--- src/hw/rtl/fbpa_pkg.sv ---
// ----------------------------------------------------------------------------
// fbpa_pkg
// Shared constants, codes and types of the fixed block pool allocator.
// ----------------------------------------------------------------------------
package fbpa_pkg;

  localparam int MAX_BLOCKS      = 1024;
  localparam int MAX_BLOCK_BYTES = 65536;

  localparam int IDX_W   = $clog2(MAX_BLOCKS);
  localparam int LINK_W  = IDX_W + 1;
  localparam int SIZE_W  = 17;
  localparam int OFF_W   = 26;
  localparam int CNT_W   = 11;
  localparam int OOM_W   = 32;
  localparam int STAT_W  = 3;
  localparam int OP_W    = 2;
  localparam int CIDX_W  = 2;
  localparam int CDATA_W = 17;

  localparam logic [LINK_W-1:0] LINK_NONE  = LINK_W'(MAX_BLOCKS);
  localparam logic [CNT_W-1:0]  COUNT_MAX  = '1;
  localparam logic [SIZE_W-1:0] BSIZE_MAX  = SIZE_W'(MAX_BLOCK_BYTES);

  localparam logic [OP_W-1:0] OP_ALLOC = 2'd0;
  localparam logic [OP_W-1:0] OP_FREE  = 2'd1;
  localparam logic [OP_W-1:0] OP_QUERY = 2'd2;
  localparam logic [OP_W-1:0] OP_PRESS = 2'd3;

  localparam logic [STAT_W-1:0] ST_OK      = 3'd0;
  localparam logic [STAT_W-1:0] ST_NULL    = 3'd1;
  localparam logic [STAT_W-1:0] ST_OVERSZ  = 3'd2;
  localparam logic [STAT_W-1:0] ST_OOM     = 3'd3;
  localparam logic [STAT_W-1:0] ST_BADPTR  = 3'd4;

  localparam logic [CIDX_W-1:0] REG_BSIZE  = 2'd0;
  localparam logic [CIDX_W-1:0] REG_ARENA  = 2'd1;
  localparam logic [CIDX_W-1:0] REG_THRESH = 2'd2;

  localparam logic [SIZE_W-1:0] RST_BSIZE  = 17'd256;
  localparam logic [CNT_W-1:0]  RST_ARENA  = 11'd1024;
  localparam logic [SIZE_W-1:0] RST_THRESH = 17'd52429;

  typedef struct packed {
    logic              rd_en;
    logic [IDX_W-1:0]  rd_addr;
    logic              wr_en;
    logic [IDX_W-1:0]  wr_addr;
    logic [LINK_W-1:0] link_wdata;
    logic [SIZE_W-1:0] size_wdata;
  } store_req_t;

endpackage

--- src/hw/rtl/fbpa_div.sv ---
// ----------------------------------------------------------------------------
// fbpa_div
// Restoring divider, one quotient bit per cycle: offset / block size.
// ----------------------------------------------------------------------------
module fbpa_div (
  input  logic                          clk,
  input  logic                          rst_n,
  input  logic                          start,
  input  logic [fbpa_pkg::OFF_W-1:0]    dividend,
  input  logic [fbpa_pkg::SIZE_W-1:0]   divisor,
  output logic                          done,
  output logic [fbpa_pkg::OFF_W-1:0]    quot,
  output logic [fbpa_pkg::SIZE_W-1:0]   rem
);

  localparam int CW = $clog2(fbpa_pkg::OFF_W + 1);

  logic [fbpa_pkg::OFF_W-1:0]  quo_r, quo_nxt;
  logic [fbpa_pkg::SIZE_W-1:0] rem_r, rem_nxt, dvs_r;
  logic [CW-1:0]               cnt_r, cnt_nxt;
  logic                        run_r, run_nxt, done_r, done_nxt;
  logic [fbpa_pkg::SIZE_W:0]   trial;

  always_comb begin
    trial    = {rem_r, quo_r[fbpa_pkg::OFF_W-1]};
    quo_nxt  = quo_r;
    rem_nxt  = rem_r;
    cnt_nxt  = cnt_r;
    run_nxt  = run_r;
    done_nxt = 1'b0;
    if (start) begin
      quo_nxt = dividend;
      rem_nxt = '0;
      cnt_nxt = CW'(fbpa_pkg::OFF_W);
      run_nxt = 1'b1;
    end else if (run_r) begin
      // shift in one dividend bit, subtract when it fits
      if (trial >= {1'b0, dvs_r}) begin
        rem_nxt = fbpa_pkg::SIZE_W'(trial - {1'b0, dvs_r});
        quo_nxt = {quo_r[fbpa_pkg::OFF_W-2:0], 1'b1};
      end else begin
        rem_nxt = trial[fbpa_pkg::SIZE_W-1:0];
        quo_nxt = {quo_r[fbpa_pkg::OFF_W-2:0], 1'b0};
      end
      cnt_nxt = cnt_r - 1'b1;
      if (cnt_r == CW'(1)) begin
        run_nxt  = 1'b0;
        done_nxt = 1'b1;
      end
    end
  end

  always_ff @(posedge clk) begin
    if (!rst_n) begin
      run_r  <= 1'b0;
      done_r <= 1'b0;
      cnt_r  <= '0;
    end else begin
      run_r  <= run_nxt;
      done_r <= done_nxt;
      cnt_r  <= cnt_nxt;
    end
  end

  always_ff @(posedge clk) begin
    quo_r <= quo_nxt;
    rem_r <= rem_nxt;
    if (start) begin
      dvs_r <= divisor;
    end
  end

  assign done = done_r;
  assign quot = quo_r;
  assign rem  = rem_r;

endmodule

--- config.mk ---
export PLATFORM = sky130hd
export DESIGN_NAME = fbpa_div
export DESIGN_NICKNAME = d
export VERILOG_FILES = /design/src/hw/rtl/fbpa_pkg.sv /design/src/hw/rtl/fbpa_div.sv
export SDC_FILE = /design/constraint.sdc
export NUM_CORES = 1
export LEC_CHECK = 0
export ABC_CLOCK_PERIOD_IN_PS = 2700
export BUFFER_PORTS_ARGS = -buffer_cell sky130_fd_sc_hd__buf_2
export CORE_MARGIN = 2
export CORE_UTILIZATION = 37
export CTS_CLUSTER_SIZE = 20
export DETAILED_ROUTE_END_ITERATION = 12
export SLEW_MARGIN = 20
export SYNTH_ARGS = -nofsm -noshare
export SYNTH_HDL_FRONTEND = slang
export SYNTH_SLANG_ARGS = --single-unit
--- constraint.sdc ---
create_clock -name clk -period 2.7 [get_ports clk]
set_input_delay 0.54 -clock clk [delete_from_list [all_inputs] [get_ports clk]]
set_output_delay 0.54 -clock clk [all_outputs]
set_load 0.005 [all_outputs]
==> out/metrics.yaml, run 1 <==
status: "complete, but fails checks"
failed_checks: "negative setup slack"
gp_congestion: 0.866
cp_data_required_time_ps: 2920
fin_ws_ps: -17.9
overflow: 0
worstHoldPathType: "primary input to flop"
critPathMaxFanout: 5
fmax_mhz: 368
final_max_slew_viol_count: 0
post_dp_cell_area_um2: 4200
fp.dieH_um: 102
grt_pass1_vias: 2665
synth_cell_types: 53
drive_gt1_share_pct: 39.5
hpwl_um: 5730
critPathLaunchType: "flop"
syn_area_per_cell_um2: 11.4
finalSetupViolCount: 1
drt_wl_total_um: 8090
synth_fp_nets: 376
clk_pin_slew_ps: 80
period_share_pct: 101
power.internal_mw: 1.91
synth_cells: 310
grt_pass1_wl_um: 13000
drc: 0
fin_area_um2: 4470
htree_levels: 3
post-route-util_pct: 48.2
grt_use_total_pct: 16.1
fin_crit_ps: 2720
portBuffers: 89
final_nets: 484
maxSlewHeadroom_pct: 40.9
die_area_um2: 10400
drt-wirelength-per-cell_um: 14.7
grt_setup_unrepaired: "yes"
combPwrFrac_pct: 16.4
antenna_found_initial: 0
syn_area_um2: 3540
vdd_drop_max_v: 0.000281
rows: 35
pwr_density_cell_nw_per_um2: 578
nFillCells: 914
seq_area_um2: 1770
clk_path_buf_depth: 2
cts-root-buf: "clkbuf_8"
drt-initial-drc-count: 71
finalHoldViolCount: 0
multiInputGateArea_um2: 1630
coreArea_um2: 9280
die_x_um: 102
diodes: 0
ant_nets: 0
tns_ps: -17.9
clkPwrFrac_pct: 36.2
dr.pass1.iters: 4
ys.flop_type: "edfxtp_1"
viasPerCell: 4.91
fin_skew_ps: 9.27
synth_seq_cells: 67
cp-end-kind: "flop"
start_util_pct: 38.1
tritoncts: "yes"
vias: 2711
power_switching_mw: 0.677
yosys-top-cells-area: "edfxtp_1, dfxtp_1, mux2_2"
tightest_slew_ps: 883
clock_sinks: 67
grt_max_degree: 30
yosys.area.top_type: "edfxtp_1"
synth_sequential_area_ratio_pct: 50.0
synth-edff-count: 43
clk-insertion-delay-late_ps: 350
leakage_nw: 2.00
area_growth_pct: 26.4
swShare_pct: 26.2
yosysWarningCount: 0
pre_cts_ws_ps: -48.5
ioPinCount: 90
cts_buffers: 9
maxCapViolations: 0
hold-worst-slack_ps: 360
worstPathArrival_ps: 2940
yosys.area.top_type_share_pct: 36.5
criticalPathCategory: "flop to flop"
seqPwrFrac_pct: 47.4
ys_async_sr_fraction_pct: 0
## power by group through the flow
stage / combinational [mW] / sequential (mW) / clock, mW
floorplan: 0.260 / 1.25 / 0
finish: 0.424 / 1.23 / 0.936
global route: 0.472 / 1.24 / 0.997
detailed placement: 0.421 / 1.25 / 0
CTS: 0.425 / 1.23 / 0.960
global placement: 0.420 / 1.25 / 0
## cell usage in the layout, fill, tap and decap left out, types with 3 or more instances in the layout
master / netlist / layout
nor2_1: 27 / 27
a21o_1: 6 / 6
mux2i_1: 3 / 3
o21a_1: 3 / 3
a21oi_2: 3 / 3
nand2b_1: 6 / 6
a32oi_1: 5 / 5
nor3_1: 5 / 5
buf_2: 0 / 89
buf_4: 2 / 17
inv_1: 24 / 23
buf_6: 1 / 3
o21ai_0: 11 / 10
dfxtp_1: 24 / 24
xor2_1: 12 / 12
nand2_1: 17 / 16
clkbuf_8: 0 / 9
o21ai_1: 2 / 3
ha_1: 19 / 18
nand3_1: 3 / 3
edfxtp_1: 43 / 43
xnor2_1: 6 / 6
nand4_1: 3 / 3
a21oi_1: 16 / 16
a211oi_2: 4 / 4
mux2_2: 25 / 25
## through the flow
stage               total power [mW]  instances
floorplan                       1.51        310
global placement                1.67        531
detailed placement              1.67        531
CTS                             2.61        552
global route                    2.71        552
finish                          2.59        552
## cells in the mapped netlist (4+ instances only)
cell type / n
inv_1: 24
a21o_1: 6
nor2_1: 27
xnor2_1: 6
a21oi_1: 16
edfxtp_1: 43
nor3_1: 5
a211oi_2: 4
dfxtp_1: 24
clkbuf_1: 7
nand2_1: 17
o21ai_0: 11
a32oi_1: 5
ha_1: 19
nand2b_1: 6
xor2_1: 12
mux2_2: 25
## final cells by class
type	count	share of cell area, %
multi-input cells	207	36.4
clock inverters	6	2.01
flip-flops and latches	67	39.6
repair buffers	109	13.6
well taps	129	3.61
inverters	24	2.01
clock buffers	10	2.85
## final timing paths
check / end / slack [ps] / depth (start not counted) / start
worst max-delay path: rem[7] / -20 / 12 / quot[25]
worst min-delay path: dvs_r[13] / 360 / 1 / divisor[13]
worst max register to register: rem[7] / -20 / 12 / quot[25]
worst min register to register: rem[1] / 500 / 2 / rem[1]
## sequential cells by signal, summed over array words and instances (netlist names)
| name | flops |
|---|---|
| cnt_r | 5 |
| done | 1 |
| dvs_r | 17 |
| quot | 26 |
| rem | 17 |
| run_r | 1 |
## layer usage
metal / vias up / track usage [%] / share of wire, %
li1: 1350 / - / -
met1: 1264 / 22.3 / 49
met2: 85 / 24.0 / 43
met3: 12 / 4.58 / 6.6
met4: 0 / 6.36 / 1.4
met5: - / 0 / 0
## cells by family after synthesis
family                   after synthesis  share of synthesized area (%)
AO/OA/AOI/OAI                         69                           15.2
multiplexers                          28                           8.80
XOR/XNOR                              18                           4.45
buffers and inverters                 36                           4.24
adder cells (fa/ha/maj)               20                           7.28
AND/OR/NAND/NOR                       72                           10.0
flip-flops                            67                           50.0
## what timing repair did
| action | 4_1_cts | 5_1_grt |
|---|---|---|
| pin swaps | 1 | 6 |
| cloned | 2 | 0 |
| setup buffers | 3 | 2 |
| resized for setup | 4 | 5 |
| hold buffers | 0 | 0 |
| setup endpoints to repair | 14 | 18 |
## critical path: stages, from the launching register on
cell and delay (ps):
edfxtp_1 390, inv_1 70, ha_2 170, inv_2 40
fa_2 340, a21o_1 200, a221oi_4 300, o221ai_2 160
o41ai_4 330, buf_4 190, buf_6 130, mux2i_1 210
a211oi_2 80
No activity file was read; power rests on OpenSTA's default activity.
==> run 2, diff against run 1 <==
--- a/constraint.sdc
+++ b/constraint.sdc
@@ -3,2 +3,2 @@
 set_output_delay 0.54 -clock clk [all_outputs]
-set_load 0.005 [all_outputs]
+set_load 0.1 [all_outputs]
==> run 2 against run 1 <==
The flow now finishes without violations. Highest routed layer unchanged. Clock-buffer cell count fell by 1. Clock skew fell by 0.63 ps. Global-route usage barely moved. Hold slack better by 6.6 ps.
==> out/metrics.yaml, run 2 (same netlist as run 1, synthesis figures left out) <==
grt_max_degree: 30
ant_nets: 0
pwr_density_cell_nw_per_um2: 627
area_growth_pct: 25.2
die_x_um: 102
drt-wirelength-per-cell_um: 14.4
nFillCells: 939
largest_reg_flops: 26
reg2reg_setup_slack_ps: 10
maxSlewHeadroom_pct: 39.8
finalHoldViolCount: 0
clock_sinks: 67
fin_area_um2: 4430
criticalPathCategory: "flop to flop"
fp.dieH_um: 102
htree_levels: 3
clk_path_buf_depth: 2
dr.pass1.iters: 4
cts_buffers: 9
fin_crit_ps: 2690
cp_slowest_cell: "edfxtp_1"
seq_area_um2: 1770
die_area_um2: 10400
start_util_pct: 38.1
rows: 35
final_nets: 484
critPathMaxStageDelay_ps: 380
tightest_slew_ps: 900
cts_hold_buf: 0
final_max_slew_viol_count: 0
vdd_drop_max_v: 0.000425
critPathMaxFanout: 6
post_dp_cell_area_um2: 4200
finalPower_mw: 2.78
finalSetupViolCount: 0
tritoncts: "yes"
antenna_found_initial: 0
crit_chain: "inv_1, ha_2, inv_2, fa_2, a21o_1, a221oi_4, o221ai_2, o41ai_4, buf_4, mux2i_2, a211oi_2"
viasPerCell: 4.96
worstHoldPathType: "primary input to flop"
coreArea_um2: 9280
drt_wl_total_um: 7930
cp_data_required_time_ps: 2920
gp_congestion: 0.795
vias: 2738
status: "complete, no violations"
diodes: 0
grt_pass1_vias: 2750
critPathLaunchType: "flop"
leakage_nw: 1.97
hpwl_um: 5820
cp-end-kind: "flop"
mostFrequentLayoutCell: "buf_2"
drive_gt1_share_pct: 40.0
ioPinCount: 90
mostFrequentLayoutCells: "buf_2, edfxtp_1, nor2_1"
drc: 0
clk_pin_slew_ps: 80
clk-insertion-delay-late_ps: 340
grt_setup_unrepaired: "yes"
drt-initial-drc-count: 119
fin_skew_ps: 8.64
grt_use_total_pct: 16.1
tns_ps: 0
overflow: 0
worstPathArrival_ps: 2910
period_share_pct: 99.6
maxCapViolations: 0
fmax_mhz: 372
portBuffers: 89
multiInputGateArea_um2: 1630
cts-root-buf: "clkbuf_8"
grt_pass1_wl_um: 13100
run 2: cell types whose count changed in the layout (fill, tap and decap cells not counted), moves of 2 or more:
cell and change:
buf_4 +2, buf_6 -2, bufinv_16 -2, clkinvlp_4 +2
run 2: area by class of cell:
cell class                      count  share of cell area [%]
Multi-Input combinational cell    207                    36.9
Timing Repair Buffer              109                    13.5
Clock inverter                      7                    1.21
Tap cell                          129                    3.64
Sequential cell                    67                    40.0
Inverter                           24                    2.03
Clock buffer                        9                    2.79
run 2: timing repair:
item                                    CTS  global route
pin swaps                                 2             1
endpoints found under the setup margin   12            18
gates resized for setup                   4             2
buffers inserted                          5             1
run 2: critical path, delay by kind of cell, from the launching register on:
family	cells	cell delay [ps]
adders and majority gates	2	510
muxes	1	230
DFF	1	380
buffers and inverters	3	330
AOI/OAI and AO/OA	5	1110
run 2: path summary, 6_finish.rpt:
path	cells after the start	endpoint	from
worst min register to register	2	rem[1]	rem[1]
worst max register to register	11	rem[7]	quot[25]
worst min-delay path	1	dvs_r[12]	divisor[12]
worst max-delay path	11	rem[7]	quot[25]
run 2: stage by stage:
| step | worst slack (ps) | util, % | instances | hold slack (ps) |
|---|---|---|---|---|
| floorplan | -496 | - | 310 | 517 |
| global placement | -8.37 | 45.2 | 530 | 474 |
| detailed placement | -76.8 | 45.2 | 530 | 481 |
| CTS | -5.75 | 47.6 | 551 | 340 |
| global route | -180 | 47.8 | 552 | 339 |
| finish | 10.5 | 47.8 | 552 | 367 |
run 2: routing by layer:
metal  track usage [%]  part of all wire, %  vias up
li1                  -                    -     1353
met1              21.4                   46     1291
met2              25.2                   46       85
met3              4.72                  6.6        9
met4              5.95                  1.1        0
met5                 0                    0        -
run 2: power breakdown:
part	internal [mW]	switching (mW)	leakage, nW	total [mW]
clock network	0.337	0.421	0.0818	0.758
logic	0.215	0.585	1.26	0.801
registers	1.18	0.0422	0.625	1.22
